**src/request_message_validator_top_assert.svh**
```systemverilog
// Assertion macros for the request message validator.
`ifndef REQUEST_MESSAGE_VALIDATOR_TOP_ASSERT_SVH
`define REQUEST_MESSAGE_VALIDATOR_TOP_ASSERT_SVH

// Same-cycle implication, sampled on clk, off during rst.
`define RMV_ASSERT_NOW(label, ante, cons) \
  label: assert property (@(posedge clk) disable iff (rst) (ante) |-> (cons)) \
    else $error("request validator check failed");

// Next-cycle implication, sampled on clk, off during rst.
`define RMV_ASSERT_NEXT(label, ante, cons) \
  label: assert property (@(posedge clk) disable iff (rst) (ante) |=> (cons)) \
    else $error("request validator check failed");

`endif

```
**src/rmv_pkg.sv**
```systemverilog
// Shared types, codes and constants of the request message validator.
package rmv_pkg;

  localparam int LENGTH_BITS_DEF = 16;
  localparam int CFG_IDX_W = 4;

  localparam logic [CFG_IDX_W-1:0] CFG_SUPPORTED_MAJOR  = 4'd0;
  localparam logic [CFG_IDX_W-1:0] CFG_SUPPORTED_MINOR  = 4'd1;
  localparam logic [CFG_IDX_W-1:0] CFG_REQUEST_ROLE     = 4'd2;
  localparam logic [CFG_IDX_W-1:0] CFG_DISCOVER_TYPE    = 4'd3;
  localparam logic [CFG_IDX_W-1:0] CFG_READ_PROP_TYPE   = 4'd4;
  localparam logic [CFG_IDX_W-1:0] CFG_WRITE_PROP_TYPE  = 4'd5;
  localparam logic [CFG_IDX_W-1:0] CFG_DESCRIPTOR_TYPE  = 4'd6;
  localparam logic [CFG_IDX_W-1:0] CFG_BIG_ENDIAN       = 4'd7;

  localparam logic [7:0] RST_SUPPORTED_MAJOR = 8'd1;
  localparam logic [7:0] RST_SUPPORTED_MINOR = 8'd0;
  localparam logic [7:0] RST_REQUEST_ROLE    = 8'd0;
  localparam logic [7:0] RST_DISCOVER_TYPE   = 8'd1;
  localparam logic [7:0] RST_READ_PROP_TYPE  = 8'd2;
  localparam logic [7:0] RST_WRITE_PROP_TYPE = 8'd3;
  localparam logic [7:0] RST_DESCRIPTOR_TYPE = 8'd4;
  localparam logic       RST_BIG_ENDIAN      = 1'b0;

  localparam logic KIND_HEADER  = 1'b0;
  localparam logic KIND_PAYLOAD = 1'b1;

  localparam logic [3:0] OUT_DISCOVER_OK   = 4'd0;
  localparam logic [3:0] OUT_DISCOVER_BAD  = 4'd1;
  localparam logic [3:0] OUT_READ_OK       = 4'd2;
  localparam logic [3:0] OUT_READ_BAD      = 4'd3;
  localparam logic [3:0] OUT_WRITE_OK      = 4'd4;
  localparam logic [3:0] OUT_WRITE_BAD     = 4'd5;
  localparam logic [3:0] OUT_DESCRIPTOR_OK = 4'd6;
  localparam logic [3:0] OUT_DESCRIPTOR_BAD = 4'd7;
  localparam logic [3:0] OUT_BAD_VERSION   = 4'd8;
  localparam logic [3:0] OUT_UNSUPPORTED   = 4'd9;

  typedef struct packed {
    logic [7:0] supported_major;
    logic [7:0] supported_minor;
    logic [7:0] request_role_code;
    logic [7:0] discover_type_code;
    logic [7:0] read_prop_type_code;
    logic [7:0] write_prop_type_code;
    logic [7:0] descriptor_type_code;
    logic       big_endian_lengths;
  } cfg_t;

  typedef struct packed {
    logic        kind;
    logic [7:0]  major_version;
    logic [7:0]  minor_version;
    logic [7:0]  message_type;
    logic [7:0]  role;
    logic [15:0] payload_length;
    logic [7:0]  data_byte;
  } item_t;

  typedef enum logic [6:0] {
    CLS_NONE        = 7'b0000001,
    CLS_DISCOVER    = 7'b0000010,
    CLS_READ        = 7'b0000100,
    CLS_WRITE       = 7'b0001000,
    CLS_DESCRIPTOR  = 7'b0010000,
    CLS_BAD_VERSION = 7'b0100000,
    CLS_UNSUPPORTED = 7'b1000000
  } class_t;

  typedef enum logic [8:0] {
    PH_LEN0_A = 9'b000000001,
    PH_LEN0_B = 9'b000000010,
    PH_STR0   = 9'b000000100,
    PH_LEN1_A = 9'b000001000,
    PH_LEN1_B = 9'b000010000,
    PH_STR1   = 9'b000100000,
    PH_TAG    = 9'b001000000,
    PH_VALUE  = 9'b010000000,
    PH_DONE   = 9'b100000000
  } phase_t;

endpackage

```
**src/rmv_cfg_regs.sv**
```systemverilog
// Configuration register file of the request message validator.
module rmv_cfg_regs (
  input  logic                             clk,
  input  logic                             rst,
  input  logic                             cfg_valid,
  output logic                             cfg_ready,
  input  logic [rmv_pkg::CFG_IDX_W-1:0]    cfg_index,
  input  logic [7:0]                       cfg_data,
  output rmv_pkg::cfg_t                    cfg
);

  assign cfg_ready = !rst;

  always_ff @(posedge clk) begin
    if (rst) begin
      cfg.supported_major      <= rmv_pkg::RST_SUPPORTED_MAJOR;
      cfg.supported_minor      <= rmv_pkg::RST_SUPPORTED_MINOR;
      cfg.request_role_code    <= rmv_pkg::RST_REQUEST_ROLE;
      cfg.discover_type_code   <= rmv_pkg::RST_DISCOVER_TYPE;
      cfg.read_prop_type_code  <= rmv_pkg::RST_READ_PROP_TYPE;
      cfg.write_prop_type_code <= rmv_pkg::RST_WRITE_PROP_TYPE;
      cfg.descriptor_type_code <= rmv_pkg::RST_DESCRIPTOR_TYPE;
      cfg.big_endian_lengths   <= rmv_pkg::RST_BIG_ENDIAN;
    end else if (cfg_valid && cfg_ready) begin
      case (cfg_index)
        rmv_pkg::CFG_SUPPORTED_MAJOR: cfg.supported_major      <= cfg_data;
        rmv_pkg::CFG_SUPPORTED_MINOR: cfg.supported_minor      <= cfg_data;
        rmv_pkg::CFG_REQUEST_ROLE:    cfg.request_role_code    <= cfg_data;
        rmv_pkg::CFG_DISCOVER_TYPE:   cfg.discover_type_code   <= cfg_data;
        rmv_pkg::CFG_READ_PROP_TYPE:  cfg.read_prop_type_code  <= cfg_data;
        rmv_pkg::CFG_WRITE_PROP_TYPE: cfg.write_prop_type_code <= cfg_data;
        rmv_pkg::CFG_DESCRIPTOR_TYPE: cfg.descriptor_type_code <= cfg_data;
        rmv_pkg::CFG_BIG_ENDIAN:      cfg.big_endian_lengths   <= cfg_data[0];
        default: ;
      endcase
    end
  end

endmodule

```
**src/rmv_parser.sv**
```systemverilog
// Message state and per-item validation logic of the request message validator.
module rmv_parser #(
  parameter int LENGTH_BITS = rmv_pkg::LENGTH_BITS_DEF
) (
  input  logic           clk,
  input  logic           rst,
  input  logic           step,
  input  rmv_pkg::item_t item,
  input  rmv_pkg::cfg_t  cfg,
  output logic           result_valid,
  output logic [3:0]     result_outcome
);

  rmv_pkg::class_t          msg_class, msg_class_next, hdr_class;
  rmv_pkg::phase_t          parse_phase, parse_phase_next;
  logic [LENGTH_BITS-1:0]   bytes_left, bytes_left_next, hdr_len;
  logic [15:0]              string_left, string_left_next, prefix_len, string_dec;
  logic [7:0]               first_length_byte, first_length_byte_next;
  logic                     failed_flag, failed_flag_next, hdr_failed, parses;

  function automatic logic [3:0] finish_code(rmv_pkg::class_t c, rmv_pkg::phase_t p,
                                             logic failed);
    logic bad;
    bad = failed || (p != rmv_pkg::PH_DONE);
    case (c)
      rmv_pkg::CLS_DISCOVER:
        finish_code = failed ? rmv_pkg::OUT_DISCOVER_BAD : rmv_pkg::OUT_DISCOVER_OK;
      rmv_pkg::CLS_READ:
        finish_code = bad ? rmv_pkg::OUT_READ_BAD : rmv_pkg::OUT_READ_OK;
      rmv_pkg::CLS_WRITE:
        finish_code = bad ? rmv_pkg::OUT_WRITE_BAD : rmv_pkg::OUT_WRITE_OK;
      rmv_pkg::CLS_DESCRIPTOR:
        finish_code = bad ? rmv_pkg::OUT_DESCRIPTOR_BAD : rmv_pkg::OUT_DESCRIPTOR_OK;
      rmv_pkg::CLS_BAD_VERSION: finish_code = rmv_pkg::OUT_BAD_VERSION;
      default:                  finish_code = rmv_pkg::OUT_UNSUPPORTED;
    endcase
  endfunction

  assign hdr_len    = LENGTH_BITS'(item.payload_length);
  assign prefix_len = cfg.big_endian_lengths ? {first_length_byte, item.data_byte}
                                             : {item.data_byte, first_length_byte};
  assign string_dec = string_left - 16'd1;
  assign parses     = ((msg_class == rmv_pkg::CLS_READ) ||
                       (msg_class == rmv_pkg::CLS_WRITE) ||
                       (msg_class == rmv_pkg::CLS_DESCRIPTOR)) && !failed_flag;

  always_comb begin
    if ((item.major_version != cfg.supported_major) ||
        (item.minor_version != cfg.supported_minor)) begin
      hdr_class = rmv_pkg::CLS_BAD_VERSION;
    end else if (item.message_type == cfg.discover_type_code) begin
      hdr_class = rmv_pkg::CLS_DISCOVER;
    end else if (item.message_type == cfg.read_prop_type_code) begin
      hdr_class = rmv_pkg::CLS_READ;
    end else if (item.message_type == cfg.write_prop_type_code) begin
      hdr_class = rmv_pkg::CLS_WRITE;
    end else if (item.message_type == cfg.descriptor_type_code) begin
      hdr_class = rmv_pkg::CLS_DESCRIPTOR;
    end else begin
      hdr_class = rmv_pkg::CLS_UNSUPPORTED;
    end
    hdr_failed = ((hdr_class != rmv_pkg::CLS_BAD_VERSION) &&
                  (hdr_class != rmv_pkg::CLS_UNSUPPORTED) &&
                  (item.role != cfg.request_role_code)) ||
                 ((hdr_class == rmv_pkg::CLS_DISCOVER) && (hdr_len != '0));
  end

  always_comb begin
    msg_class_next         = msg_class;
    parse_phase_next       = parse_phase;
    bytes_left_next        = bytes_left;
    string_left_next       = string_left;
    first_length_byte_next = first_length_byte;
    failed_flag_next       = failed_flag;
    result_valid           = 1'b0;
    result_outcome         = rmv_pkg::OUT_DISCOVER_OK;
    if (step) begin
      if (item.kind == rmv_pkg::KIND_HEADER) begin
        parse_phase_next       = rmv_pkg::PH_LEN0_A;
        string_left_next       = '0;
        first_length_byte_next = '0;
        failed_flag_next       = hdr_failed;
        bytes_left_next        = hdr_len;
        msg_class_next         = hdr_class;
        if (hdr_len == '0) begin
          result_valid   = 1'b1;
          result_outcome = finish_code(hdr_class, rmv_pkg::PH_LEN0_A, hdr_failed);
          msg_class_next = rmv_pkg::CLS_NONE;
        end
      end else if (msg_class != rmv_pkg::CLS_NONE) begin
        if (parses) begin
          case (parse_phase)
            rmv_pkg::PH_LEN0_A: begin
              first_length_byte_next = item.data_byte;
              parse_phase_next       = rmv_pkg::PH_LEN0_B;
            end
            rmv_pkg::PH_LEN1_A: begin
              first_length_byte_next = item.data_byte;
              parse_phase_next       = rmv_pkg::PH_LEN1_B;
            end
            rmv_pkg::PH_LEN0_B, rmv_pkg::PH_LEN1_B: begin
              if (prefix_len == 16'd0) begin
                failed_flag_next = 1'b1;
              end else begin
                string_left_next = prefix_len;
                parse_phase_next = (parse_phase == rmv_pkg::PH_LEN0_B) ?
                                   rmv_pkg::PH_STR0 : rmv_pkg::PH_STR1;
              end
            end
            rmv_pkg::PH_STR0, rmv_pkg::PH_STR1: begin
              string_left_next = string_dec;
              if (string_dec == 16'd0) begin
                if ((parse_phase == rmv_pkg::PH_STR0) &&
                    (msg_class != rmv_pkg::CLS_DESCRIPTOR)) begin
                  parse_phase_next = rmv_pkg::PH_LEN1_A;
                end else if (msg_class == rmv_pkg::CLS_WRITE) begin
                  parse_phase_next = rmv_pkg::PH_TAG;
                end else begin
                  parse_phase_next = rmv_pkg::PH_DONE;
                end
              end
            end
            rmv_pkg::PH_TAG: begin
              if (item.data_byte != 8'd1) failed_flag_next = 1'b1;
              else parse_phase_next = rmv_pkg::PH_VALUE;
            end
            rmv_pkg::PH_VALUE: begin
              if (item.data_byte > 8'd1) failed_flag_next = 1'b1;
              else parse_phase_next = rmv_pkg::PH_DONE;
            end
            default: failed_flag_next = 1'b1;
          endcase
        end
        bytes_left_next = bytes_left - LENGTH_BITS'(1);
        if (bytes_left_next == '0) begin
          result_valid   = 1'b1;
          result_outcome = finish_code(msg_class, parse_phase_next, failed_flag_next);
          msg_class_next = rmv_pkg::CLS_NONE;
        end
      end
    end
  end

  always_ff @(posedge clk) begin
    if (rst) begin
      msg_class         <= rmv_pkg::CLS_NONE;
      parse_phase       <= rmv_pkg::PH_LEN0_A;
      bytes_left        <= '0;
      string_left       <= '0;
      first_length_byte <= '0;
      failed_flag       <= 1'b0;
    end else begin
      msg_class         <= msg_class_next;
      parse_phase       <= parse_phase_next;
      bytes_left        <= bytes_left_next;
      string_left       <= string_left_next;
      first_length_byte <= first_length_byte_next;
      failed_flag       <= failed_flag_next;
    end
  end

endmodule

```
**src/request_message_validator_top.sv**
```systemverilog
// Top level of the request message validator: input register, parser, result register.
//
// Requests enter on the s_axis channel: tuser carries the kind (0 header,
// 1 payload byte), tdata the header fields or the payload byte. A header
// opens a message; its payload bytes follow one per request. One outcome
// code leaves on m_axis after the last payload byte, or right at a header
// whose payload length is zero. A new header drops an unfinished message.
// Registers are written through cfg_valid/cfg_index/cfg_data, which is
// ready whenever rst is low; write them only while no message is in flight.
// An outcome passes through the input register, then the result register,
// before it leaves on m_axis. Throughput: one request per cycle while
// m_axis does not stall. When m_axis stalls, a held outcome keeps the
// next request in the input register; outside reset, s_axis_tready drops
// only while both registers are full and m_axis stalls.
// Reset is synchronous: registers return to their defaults, no message is
// open, both registers are empty and both ready outputs are low.
module request_message_validator_top #(
  parameter int LENGTH_BITS = rmv_pkg::LENGTH_BITS_DEF
) (
  input  logic                          clk,
  input  logic                          rst,
  input  logic                          s_axis_tvalid,
  output logic                          s_axis_tready,
  // major_version[7:0], minor_version[15:8], message_type[23:16], role[31:24],
  // payload_length[47:32], data_byte[55:48]
  input  logic [55:0]                   s_axis_tdata,
  // kind[0]
  input  logic [0:0]                    s_axis_tuser,
  output logic                          m_axis_tvalid,
  input  logic                          m_axis_tready,
  // outcome[3:0], zero[7:4]
  output logic [7:0]                    m_axis_tdata,
  input  logic                          cfg_valid,
  output logic                          cfg_ready,
  input  logic [rmv_pkg::CFG_IDX_W-1:0] cfg_index,
  input  logic [7:0]                    cfg_data
);

  rmv_pkg::cfg_t  cfg;
  rmv_pkg::item_t in_item;
  logic           in_valid;
  logic           advance;
  logic           res_valid;
  logic [3:0]     res_outcome;
  logic [3:0]     outcome;

  rmv_cfg_regs u_cfg (
    .clk       (clk),
    .rst       (rst),
    .cfg_valid (cfg_valid),
    .cfg_ready (cfg_ready),
    .cfg_index (cfg_index),
    .cfg_data  (cfg_data),
    .cfg       (cfg)
  );

  rmv_parser #(.LENGTH_BITS(LENGTH_BITS)) u_parser (
    .clk            (clk),
    .rst            (rst),
    .step           (advance),
    .item           (in_item),
    .cfg            (cfg),
    .result_valid   (res_valid),
    .result_outcome (res_outcome)
  );

  assign advance       = in_valid && (!m_axis_tvalid || m_axis_tready);
  assign s_axis_tready = !rst && (!in_valid || advance);
  assign m_axis_tdata  = {4'b0000, outcome};

  always_ff @(posedge clk) begin
    if (rst) begin
      in_valid <= 1'b0;
    end else if (s_axis_tready) begin
      in_valid <= s_axis_tvalid;
    end
  end

  always_ff @(posedge clk) begin
    if (s_axis_tvalid && s_axis_tready) begin
      in_item.kind           <= s_axis_tuser[0];
      in_item.major_version  <= s_axis_tdata[7:0];
      in_item.minor_version  <= s_axis_tdata[15:8];
      in_item.message_type   <= s_axis_tdata[23:16];
      in_item.role           <= s_axis_tdata[31:24];
      in_item.payload_length <= s_axis_tdata[47:32];
      in_item.data_byte      <= s_axis_tdata[55:48];
    end
  end

  always_ff @(posedge clk) begin
    if (rst) begin
      m_axis_tvalid <= 1'b0;
    end else if (advance) begin
      m_axis_tvalid <= res_valid;
    end else if (m_axis_tready) begin
      m_axis_tvalid <= 1'b0;
    end
  end

  always_ff @(posedge clk) begin
    if (advance && res_valid) begin
      outcome <= res_outcome;
    end
  end

`include "request_message_validator_top_assert.svh"

  `RMV_ASSERT_NOW(a_ready_when_empty, !in_valid, s_axis_tready)
  `RMV_ASSERT_NOW(a_outcome_code, m_axis_tvalid, m_axis_tdata[3:0] <= rmv_pkg::OUT_UNSUPPORTED)
  `RMV_ASSERT_NEXT(a_hold_when_blocked, in_valid && m_axis_tvalid && !m_axis_tready, in_valid && m_axis_tvalid)

endmodule
```
**config.mk**
```make
export PLATFORM = sky130hd
export DESIGN_NAME = request_message_validator_top
export DESIGN_NICKNAME = d
export VERILOG_FILES = /design/src/rmv_pkg.sv /design/src/rmv_cfg_regs.sv /design/src/rmv_parser.sv /design/src/request_message_validator_top.sv
export VERILOG_INCLUDE_DIRS = /design/src /design/src/src
export SDC_FILE = /design/constraint.sdc
export NUM_CORES = 1
export LEC_CHECK = 0
export BUFFER_PORTS_ARGS = -buffer_cell sky130_fd_sc_hd__clkbuf_2
export CAP_MARGIN = 40
export CORE_MARGIN = 1
export CORE_UTILIZATION = 30
export CTS_CLUSTER_DIAMETER = 200
export DETAILED_ROUTE_END_ITERATION = 8
export GPL_TIMING_DRIVEN = 0
export RECOVER_POWER = 25
export SLEW_MARGIN = 20
export SYNTH_ARGS = -nofsm -noshare
export SYNTH_HDL_FRONTEND = slang
export SYNTH_SLANG_ARGS = --single-unit
```
**constraint.sdc**
```tcl
create_clock -name clk -period 4.3 [get_ports clk]
set_input_delay 0.43 -clock clk [delete_from_list [all_inputs] [get_ports clk]]
set_output_delay 0.43 -clock clk [all_outputs]
set_load 0.005 [all_outputs]
```
==> flow_summary.json, run 1 <==
{
  "initial_utilization_pct": 30.69,
  "drt_iter0_markers": 605,
  "cts_root_buffer": "clkbuf_16",
  "grt.total_usage_pct": 15.95,
  "worstSetupPathType": "reg2reg",
  "post_cts_buffers": 0,
  "yosysTopAreaCell": "dfxtp_1",
  "wl_mm": 23.47,
  "coreArea_mm2": 0.02886,
  "ctsHtreeMaxLevel": 4,
  "diodes": 0,
  "port_buffers": 78,
  "fillCellCount": 3000,
  "finalPower_w": 0.003613,
  "r2r-start": "u_parser.string_left[0]$_SDFFE_PP0P_",
  "grt_max_degree": 41,
  "vias_per_cell": 5.010,
  "synthCells": 954,
  "cts.sinks": 177,
  "critPathRequiredTime_ns": 4.46,
  "cts_buffers": 17,
  "final_util_pct": 35.84,
  "gp_congestion": 0.8697,
  "wl_per_cell_um": 16.15,
  "grt_pass1_wl_mm": 38.16,
  "clk_pin_slew_worst_paths_ns": 0.08,
  "slew_headroom_pct": 44.84,
  "grt_pass1_vias": 7037,
  "dp_hpwl_mm": 17.27,
  "io_pins": 85,
  "timing.final.hold_violations": 0,
  "holdCritPathClass": "in2reg",
  "syn_area_mm2": 0.008856,
  "overflow": 0,
  "fin_nets": 1134,
  "ant_nets": 0,
  "critPathMaxFanout": 8,
  "dr.pass1.iters": 5,
  "slew_viol_final": 0,
  "ys_async_sr_fraction_pct": 0,
  "rrSetupSlack_ns": 0.74,
  "end_kind": "flop",
  "rsz0062_at_grt": "false",
  "cts_tree": "yes",
  "min_period_over_period_pct": 82.91,
  "leakage_nw": 4.015,
  "cp-endpoint": "outcome[0]$_SDFFCE_PN0P_",
  "holdBufCountCts": 0,
  "fin_skew_ns": 0.02672,
  "antenna_found_initial": 0,
  "synth_top_area_share_pct": 26.22,
  "synth_top_flop_cell": "dfxtp_1",
  "cts-resized-gates": 0,
  "synth_area_leaders": "dfxtp_1 (26%), edfxtp_1 (21%), mux2i_1 (8.1%)",
  "cts_buffer_depth": 2,
  "maxCapViolations": 0,
  "yosysWarnings": 0,
  "post-route-min-period_ns": 3.565,
  "ys_types": 68,
  "status": "complete, no violations",
  "drc_errors": 0,
  "placed_area_mm2": 0.009764,
  "layout-drive-gt1-share_pct": 12.16,
  "setup_viol": 0,
  "crit_arrival_ns": 3.73,
  "setup_tns_ns": 0,
  "die-area_mm2": 0.03021,
  "final_area_mm2": 0.01034,
  "die_h_um": 173.8,
  "setup.worst_path.start": "u_parser.string_left[0]$_SDFFE_PP0P_",
  "syn2layout_area_growth_pct": 16.80,
  "synth-edff-count": 61,
  "ir_worst_vdd_mv": 0.2306,
  "fp.dieW_um": 173.8,
  "timing.fmax_mhz": 280.5,
  "clk-insertion-delay-late_ns": 0.44,
  "ys_seq_area_share_pct": 46.91,
  "ff2ff_path_depth": 13,
  "num_vias": 7279,
  "num_rows": 62,
  "ys_seq_elements": 177,
  "p_per_area_mw_per_mm2": 349.3,
  "syn_avg_cell_area_um2": 9.283,
  "timing.rr.end": "outcome[0]$_SDFFCE_PN0P_",
  "start_kind": "flop",
  "tightest_slew_ns": 0.8159,
  "hold-worst-slack_ns": 0.1530
}
-- sequential cells by signal (all words and copies together), names as in the netlist --
| signal | flops |
|---|---|
| u_parser.parse_phase | 9 |
| u_parser.bytes_left | 16 |
| u_parser.string_left | 16 |
| u_parser.failed_flag | 1 |
| m_axis_tvalid | 1 |
| u_parser.msg_class | 7 |
| in_valid | 1 |
| u_cfg.cfg | 57 |
| in_item | 57 |
| outcome | 4 |
| u_parser.first_length_byte | 8 |
-- how the worst min path moves through the flow --
stage                                      endpoint  depth (start not counted)  slack, ns                            startpoint
2_1_floorplan  u_parser.bytes_left[15]$_SDFFE_PP0P_                          2       0.45  u_parser.bytes_left[15]$_SDFFE_PP0P_
3_3_place_gp   u_parser.bytes_left[15]$_SDFFE_PP0P_                          2       0.47  u_parser.bytes_left[15]$_SDFFE_PP0P_
3_5_place_dp   u_parser.bytes_left[15]$_SDFFE_PP0P_                          2       0.47  u_parser.bytes_left[15]$_SDFFE_PP0P_
4_1_cts                        in_item[6]$_DFFE_PP_                          1       0.15                      s_axis_tdata[54]
5_1_grt                        in_item[6]$_DFFE_PP_                          1       0.14                      s_axis_tdata[54]
6_report                       in_item[6]$_DFFE_PP_                          1       0.15                      s_axis_tdata[54]
-- metal layers --
layer,vias to the layer above,wire [µm],GRT usage [%]
met5,-,0,0
met4,0,229,4.313
met3,20,1087,2.500
met2,205,11070,26.37
met1,3440,11080,21.52
li1,3614,-,-
-- critical path: stages, from the launching register on --
cell	delay (ns)
dfxtp_1	0.41
inv_1	0.12
ha_1	0.14
buf_2	0.21
or3b_1	0.35
buf_2	0.18
nor3b_1	0.24
o21bai_2	0.12
a2111oi_4	0.39
nand4_2	0.30
a21oi_2	0.27
nor2b_1	0.08
o311ai_0	0.33
nand2_1	0.13
-- kinds of logic (layout without fill, tap and decap cells) --
group	after synthesis	count (layout)	synth area share (%)
buffers and inverters	77	189	3.560
multiplexers	74	74	8.392
AND/OR/NAND/NOR	389	389	21.25
AO/OA/AOI/OAI	151	151	11.27
XOR/XNOR	81	81	8.011
adder cells (fa/ha/maj)	4	4	0.5652
other	1	4	0.04234
flip-flops	177	177	46.91
-- power by group --
| group | switching [W] | internal (W) | leakage (nW) | total (W) |
|---|---|---|---|---|
| sequential | 0.0000311 | 0.00177 | 1.51 | 0.00180 |
| combinational | 0.000170 | 0.000105 | 2.22 | 0.000274 |
| clock | 0.000756 | 0.000780 | 0.290 | 0.00154 |
-- synthesized netlist by cell type (all sizes together) (3+ instances only) --
| library cell | n |
|---|---|
| a21o | 6 |
| a21oi | 60 |
| a22o | 3 |
| a22oi | 4 |
| a31oi | 6 |
| and2 | 7 |
| and3 | 5 |
| buf | 17 |
| clkbuf | 47 |
| dfxtp | 116 |
| edfxtp | 61 |
| ha | 4 |
| inv | 13 |
| mux2i | 72 |
| nand2 | 87 |
| nand2b | 6 |
| nand3 | 26 |
| nand3b | 3 |
| nand4 | 27 |
| nand4b | 3 |
| nor2 | 137 |
| nor2b | 9 |
| nor3 | 29 |
| nor3b | 5 |
| nor4 | 24 |
| nor4b | 4 |
| o2111ai | 13 |
| o211ai | 4 |
| o21ai | 21 |
| o21bai | 3 |
| o22ai | 5 |
| o31ai | 4 |
| o41ai | 3 |
| or3 | 7 |
| or4 | 4 |
| xnor2 | 55 |
| xor2 | 26 |
-- cell usage in the layout, fill, tap and decap left out, types with 13 or more instances in the layout --
| cell | instances |
|---|---|
| a21oi_1 | 59 |
| clkbuf_1 | 54 |
| clkbuf_16 | 17 |
| clkbuf_2 | 71 |
| dfxtp_1 | 116 |
| edfxtp_1 | 61 |
| inv_1 | 13 |
| mux2i_1 | 72 |
| nand2_1 | 87 |
| nand3_1 | 25 |
| nand4_1 | 26 |
| nor2_1 | 137 |
| nor3_1 | 29 |
| nor4_1 | 24 |
| o2111ai_1 | 13 |
| o21ai_0 | 20 |
| xnor2_1 | 55 |
| xor2_1 | 26 |
-- stage by stage --
stage                     setup WS (ns)  instances
final                            0.7351       1453
after global routing             0.5418       1453
after CTS                        0.7932       1453
after detailed placement         0.8149       1421
after global placement           0.8122       1419
after floorplan                   1.337        957
-- area by class of cell --
cell class,count,area (µm²),share of cell area (%)
multi-input cells,703,4400,42.54
flip-flops and latches,177,4154,40.16
well taps,384,480.5,4.645
clock buffers,17,425.4,4.113
repair buffers,80,405.4,3.919
plain buffers,64,266.5,2.577
clock inverters,15,162.7,1.573
inverters,13,48.80,0.4718
(Power assumes the default switching activity.)
==> inputs of run 2 (changes only) <==
ABC_AREA = 1   (was unset)
clock period = 3.6 ns   (was 4.3 ns; I/O delays follow)
==> flow_summary.json, run 2 <==
{
  "timing.rr.end": "outcome[0]$_SDFFCE_PN0P_",
  "port_buffers": 78,
  "synth-edff-count": 61,
  "setup_viol": 0,
  "path_cells": "clkbuf_1 > inv_1 > buf_2 > buf_1 > nand2_1 > nor2_4 > buf_16 > buf_16",
  "clkPwrFrac_pct": 40.4,
  "holdBufCountCts": 0,
  "synth_top_area_share_pct": 25.09,
  "slew_viol_final": 0,
  "cts-resized-gates": 0,
  "stdcell_count": 1682,
  "p_sw_w": 0.001334,
  "ff2ff_path_depth": 21,
  "slew_headroom_pct": 44.92,
  "post-route-min-period_ns": 2.859,
  "die_h_um": 177.6,
  "fp.dieW_um": 177.6,
  "dp_hpwl_mm": 19.01,
  "ctsHtreeMaxLevel": 4,
  "end_kind": "flop",
  "synth_area_leaders": "dfxtp_1 (25%), edfxtp_1 (20%), nand2_1 (9.7%)",
  "crit_arrival_ns": 3.01,
  "ys_seq_area_share_pct": 44.88,
  "status": "complete, no violations",
  "die-area_mm2": 0.03156,
  "syn_avg_cell_area_um2": 7.863,
  "cts.sinks": 177,
  "pwr-share-comb_pct": 12.3,
  "initial_utilization_pct": 30.82,
  "wl_mm": 24.97,
  "ant_nets": 0,
  "grt_pass1_vias": 7861,
  "final_common_cell": "nand2_1",
  "crit_slowest_cell": "buf_1",
  "syn_area_mm2": 0.009255,
  "grt.total_usage_pct": 16.39,
  "grt_pass1_wl_mm": 40.51,
  "ys_seq_elements": 177,
  "hold-worst-slack_ns": 0.08747,
  "post_cts_buffers": 0,
  "worstSetupPathType": "in2reg",
  "diodes": 0,
  "tightest_slew_ns": 0.8262,
  "syn2layout_area_growth_pct": 16.62,
  "ys_top_cells_by_count": "nand2_1 (240), nor2_1 (123), dfxtp_1 (116)",
  "ys_async_sr_fraction_pct": 0,
  "placed_area_mm2": 0.01021,
  "cp_common_cell": "buf_16",
  "post-synth-top-count-cell": "nand2_1",
  "clk-insertion-delay-late_ns": 0.44,
  "drc_errors": 0,
  "cts_tree": "yes",
  "timing.final.hold_violations": 0,
  "gp_congestion": 0.8617,
  "slowest_delay_ns": 0.59,
  "coreArea_mm2": 0.03003,
  "synth_top_flop_cell": "dfxtp_1",
  "antenna_found_initial": 0,
  "internal_power_w": 0.003295,
  "layout_common_cells": "nand2_1 (240), nor2_1 (122), dfxtp_1 (116)",
  "start_kind": "input port",
  "drt_iter0_markers": 501,
  "leakage_nw": 4.324,
  "min_period_over_period_pct": 79.41,
  "p_per_area_mw_per_mm2": 428.9,
  "fillCellCount": 3105,
  "rsz0062_at_grt": "false",
  "fin_skew_ns": 0.01880,
  "critPathRequiredTime_ns": 3.75,
  "r2r-start": "u_parser.string_left[0]$_SDFFE_PP0P_",
  "setup.worst_path.start": "rst",
  "critPathMaxFanout": 23,
  "num_vias": 8269,
  "vias_per_cell": 4.916,
  "dpl.cell_count": 1650,
  "dr.pass1.iters": 5,
  "p_sw_share_pct": 28.82,
  "p_seq_share_pct": 47.4,
  "ys_types": 54,
  "layout-drive-gt1-share_pct": 15.87,
  "cts_root_buffer": "clkbuf_16",
  "largest_registers": "in_item: 57 flops, u_cfg.cfg: 57 flops",
  "io_pins": 85,
  "rrSetupSlack_ns": 0.88,
  "synthCells": 1177,
  "overflow": 0,
  "wl_per_cell_um": 14.85,
  "cp-endpoint": "in_item[28]$_DFFE_PP_",
  "cts_buffer_depth": 2,
  "yosysWarnings": 0,
  "finalPower_w": 0.004629,
  "grt_max_degree": 24,
  "yosysTopAreaCell": "dfxtp_1",
  "clk_pin_slew_worst_paths_ns": 0.08,
  "cts_buffers": 17,
  "final_area_mm2": 0.01079,
  "ir_worst_vdd_mv": 0.3017,
  "maxCapViolations": 0,
  "num_rows": 63,
  "holdCritPathClass": "in2reg",
  "timing.fmax_mhz": 349.8,
  "fin_nets": 1357
}
[run 2: cell type report]
cell class / instances / area (µm²) / share of cell area [%]
buffer: 42 / 222.7 / 2.064
clock buffer: 18 / 439.2 / 4.069
clock inverter: 14 / 158.9 / 1.472
inverter: 129 / 484.2 / 4.486
multi-input combinational: 832 / 4413 / 40.89
sequential: 177 / 4154 / 38.49
tap: 390 / 488.0 / 4.521
timing repair buffer: 80 / 432.9 / 4.011
[run 2: per-stage QoR]
step / TNS, ns / util (%) / setup WS, ns
2_1_floorplan: 0 / - / 0.4860
3_3_place_gp: -62.38 / 33.79 / -1.099
3_5_place_dp: 0 / 33.99 / 0.2191
4_1_cts: 0 / 35.98 / 0.6912
5_1_grt: 0 / 35.94 / 0.5353
6_report: 0 / 35.94 / 0.7411
[run 2: power by group through the flow]
| stage | clock, W | combinational, W | sequential (W) |
|---|---|---|---|
| after floorplan | 0 | 0.000397 | 0.00222 |
| after detailed placement | 0 | 0.000565 | 0.00224 |
| after CTS | 0.00191 | 0.000568 | 0.00219 |
| after global routing | 0.00199 | 0.000641 | 0.00220 |
| after global placement | 0 | 0.000551 | 0.00224 |
| final | 0.00187 | 0.000567 | 0.00219 |
[run 2: cells by family after synthesis]
group / count (synthesis) / synth area share, %
xor gates and xnor gates: 48 / 4.623
other: 1 / 0.04052
adders and majority gates: 4 / 0.5408
AOI/OAI and AO/OA: 232 / 15.22
buffers and inverters: 171 / 7.638
DFF: 177 / 44.88
and+or+nand+nor: 544 / 27.05
[run 2: worst max-delay path: cells and delay by family]
family	cells	cell delay [ns]
buffers and inverters	6	1.84
AND/OR/NAND/NOR	2	0.76
[run 2: worst min path at each step]
| stage | endpoint | start | depth (start not counted) | slack (ns) |
|---|---|---|---|---|
| 2_1_floorplan | u_cfg.cfg[25]$_SDFFE_PP1P_ | u_cfg.cfg[25]$_SDFFE_PP1P_ | 2 | 0.44 |
| 3_3_place_gp | u_cfg.cfg[24]$_SDFFE_PP0P_ | u_cfg.cfg[24]$_SDFFE_PP0P_ | 2 | 0.45 |
| 3_5_place_dp | u_cfg.cfg[25]$_SDFFE_PP1P_ | u_cfg.cfg[25]$_SDFFE_PP1P_ | 2 | 0.46 |
| 4_1_cts | in_item[36]$_DFFE_PP_ | s_axis_tdata[20] | 1 | 0.08 |
| 5_1_grt | in_item[51]$_DFFE_PP_ | s_axis_tdata[3] | 1 | 0.07 |
| 6_report | in_item[36]$_DFFE_PP_ | s_axis_tdata[20] | 1 | 0.09 |
[run 2: routing by layer]
metal / vias to the layer above / part of all wire (%) / GRT usage [%]
li1: 4155 / - / -
met1: 3843 / 45 / 21.14
met2: 232 / 47 / 27.12
met3: 39 / 5.2 / 2.956
met4: 0 / 2.1 / 6.197
met5: - / 0 / 0
==> inputs of run 3 (changes only) <==
clock period = 2.78 ns   (was 3.6 ns; I/O delays follow)
==> flow_summary.json, run 3 (synthesized netlist as in run 2, its figures left out) <==
{
  "gp_congestion": 0.8719,
  "ir_worst_vdd_mv": 0.4512,
  "fin_skew_ns": 0.01175,
  "grt.total_usage_pct": 16.51,
  "slew_viol_final": 0,
  "post-route-min-period_ns": 2.566,
  "crit_slowest_cell": "dfxtp_1",
  "fillCellCount": 3099,
  "num_vias": 8304,
  "placed_area_mm2": 0.01021,
  "leakage_nw": 4.323,
  "syn2layout_area_growth_pct": 16.71,
  "hold-worst-slack_ns": 0.01002,
  "grt_pass1_vias": 7881,
  "final_area_mm2": 0.01080,
  "clk_pin_slew_worst_paths_ns": 0.07,
  "die_h_um": 177.6,
  "cp_common_cell": "inv_1",
  "drt_iter0_markers": 643,
  "start_kind": "flop",
  "min_period_over_period_pct": 92.31,
  "cts.sinks": 177,
  "die-area_mm2": 0.03156,
  "antenna_found_initial": 0,
  "grt_pass1_wl_mm": 40.70,
  "clk-insertion-delay-late_ns": 0.44,
  "wl_mm": 25.15,
  "maxCapViolations": 0,
  "vias_per_cell": 4.931,
  "cp_top_family": "simple AND/OR/NAND/NOR gates",
  "dpl.cell_count": 1650,
  "cts_tree": "yes",
  "multiInputGateArea_mm2": 0.004432,
  "worstSetupPathType": "reg2reg",
  "p_per_area_mw_per_mm2": 551.3,
  "drc_errors": 0,
  "critPathMaxFanout": 4,
  "slew_headroom_pct": 44.83,
  "crit_buf_inv": 3,
  "coreArea_mm2": 0.03003,
  "ant_nets": 0,
  "holdCritPathClass": "in2reg",
  "layout-drive-gt1-share_pct": 16.38,
  "critPathRequiredTime_ns": 2.91,
  "end_kind": "flop",
  "initial_utilization_pct": 30.82,
  "timing.fmax_mhz": 389.7,
  "cts_buffers": 17,
  "setup_viol": 0,
  "stdcell_count": 1684,
  "cts_buffer_depth": 2,
  "dp_hpwl_mm": 18.96,
  "slowest_delay_ns": 0.34,
  "status": "complete, no violations",
  "overflow": 0,
  "seqCellArea_mm2": 0.004155,
  "num_rows": 63,
  "crit_arrival_ns": 2.70,
  "port_buffers": 78,
  "io_pins": 85,
  "finalPower_w": 0.005955,
  "wl_per_cell_um": 14.93,
  "largest_registers": "in_item: 57 flops, u_cfg.cfg: 57 flops",
  "ctsHtreeMaxLevel": 4,
  "tightest_slew_ns": 0.8275,
  "fp.dieW_um": 177.6,
  "grt_max_degree": 22,
  "final_common_cell": "nand2_1",
  "path_cells": "inv_1 > ha_1 > inv_1 > nor2_1 > nand3_1 > o21ai_1 > nand2_1 > nor2_1 > nand4_2 > nand2_2 > nand3_1 > inv_1",
  "setup_tns_ns": 0,
  "dr.pass1.iters": 5,
  "timing.final.hold_violations": 0,
  "cts_root_buffer": "clkbuf_16",
  "layout_common_cells": "nand2_1 (240), nor2_1 (122), dfxtp_1 (115)",
  "fin_nets": 1359,
  "diodes": 0
}
## run 3: cell count changes in the layout (fill, tap and decap cells not counted), moves of 3 or more
| cell | previous run | this run |
|---|---|---|
| clkinv_2 | 0 | 4 |
| clkbuf_2 | 68 | 71 |
| clkinvlp_4 | 1 | 4 |
| inv_8 | 4 | 0 |
| clkinv_8 | 4 | 0 |
## run 3: worst paths after layout
kind / start / end / slack, ns / cells past startpoint
worst max-delay path: u_parser.bytes_left[0]$_SDFFE_PP0P_ / outcome[1]$_SDFFCE_PN0P_ / 0.21 / 12
worst min-delay path: s_axis_tdata[2] / in_item[50]$_DFFE_PP_ / 0.01 / 1
worst max register to register: u_parser.bytes_left[0]$_SDFFE_PP0P_ / outcome[1]$_SDFFCE_PN0P_ / 0.21 / 12
worst min register to register: u_cfg.cfg[13]$_SDFFE_PP0P_ / u_cfg.cfg[13]$_SDFFE_PP0P_ / 0.47 / 2
## run 3: layer usage
metal / up-vias / track usage (%) / part of all wire, %
met4: 0 / 6.268 / 2.3
met5: - / 0 / 0
met3: 41 / 2.442 / 4.7
met2: 238 / 27.29 / 47
met1: 3857 / 21.63 / 46
li1: 4168 / - / -
## run 3: layout make-up
type                    instances  area share, %
flip-flops and latches        177          38.47
plain buffers                  41          2.027
inverters                     129          4.483
clock inverters                13          1.263
multi-input cells             833          41.03
clock buffers                  19          4.008
well taps                     390          4.518
repair buffers                 82          4.205
## run 3: timing repair
| item | in CTS | in global routing |
|---|---|---|
| buffers inserted | 0 | 1 |
| endpoints found under the hold margin | 0 | 1 |
| endpoints found under the setup margin | 21 | 1 |
| hold buffers | 0 | 1 |
| gates cloned | 1 | 0 |
| resized for setup | 0 | 5 |
| pin swaps | 1 | 2 |
## run 3: power breakdown
| part | leakage [nW] | total, W | switching [W] | internal, W |
|---|---|---|---|---|
| sequential | 1.51 | 0.00284 | 0.0000756 | 0.00277 |
| clock | 0.270 | 0.00237 | 0.00104 | 0.00132 |
| combinational | 2.54 | 0.000746 | 0.000475 | 0.000271 |
## run 3: per-stage QoR
| step | setup WS [ns] | utilization (%) |
|---|---|---|
| after floorplan | 0.3571 | - |
| after global placement | -0.9010 | 33.80 |
| after detailed placement | -0.5344 | 33.99 |
| after CTS | 0.01987 | 35.89 |
| final | 0.2138 | 35.97 |
| after global routing | -0.003104 | 35.97 |
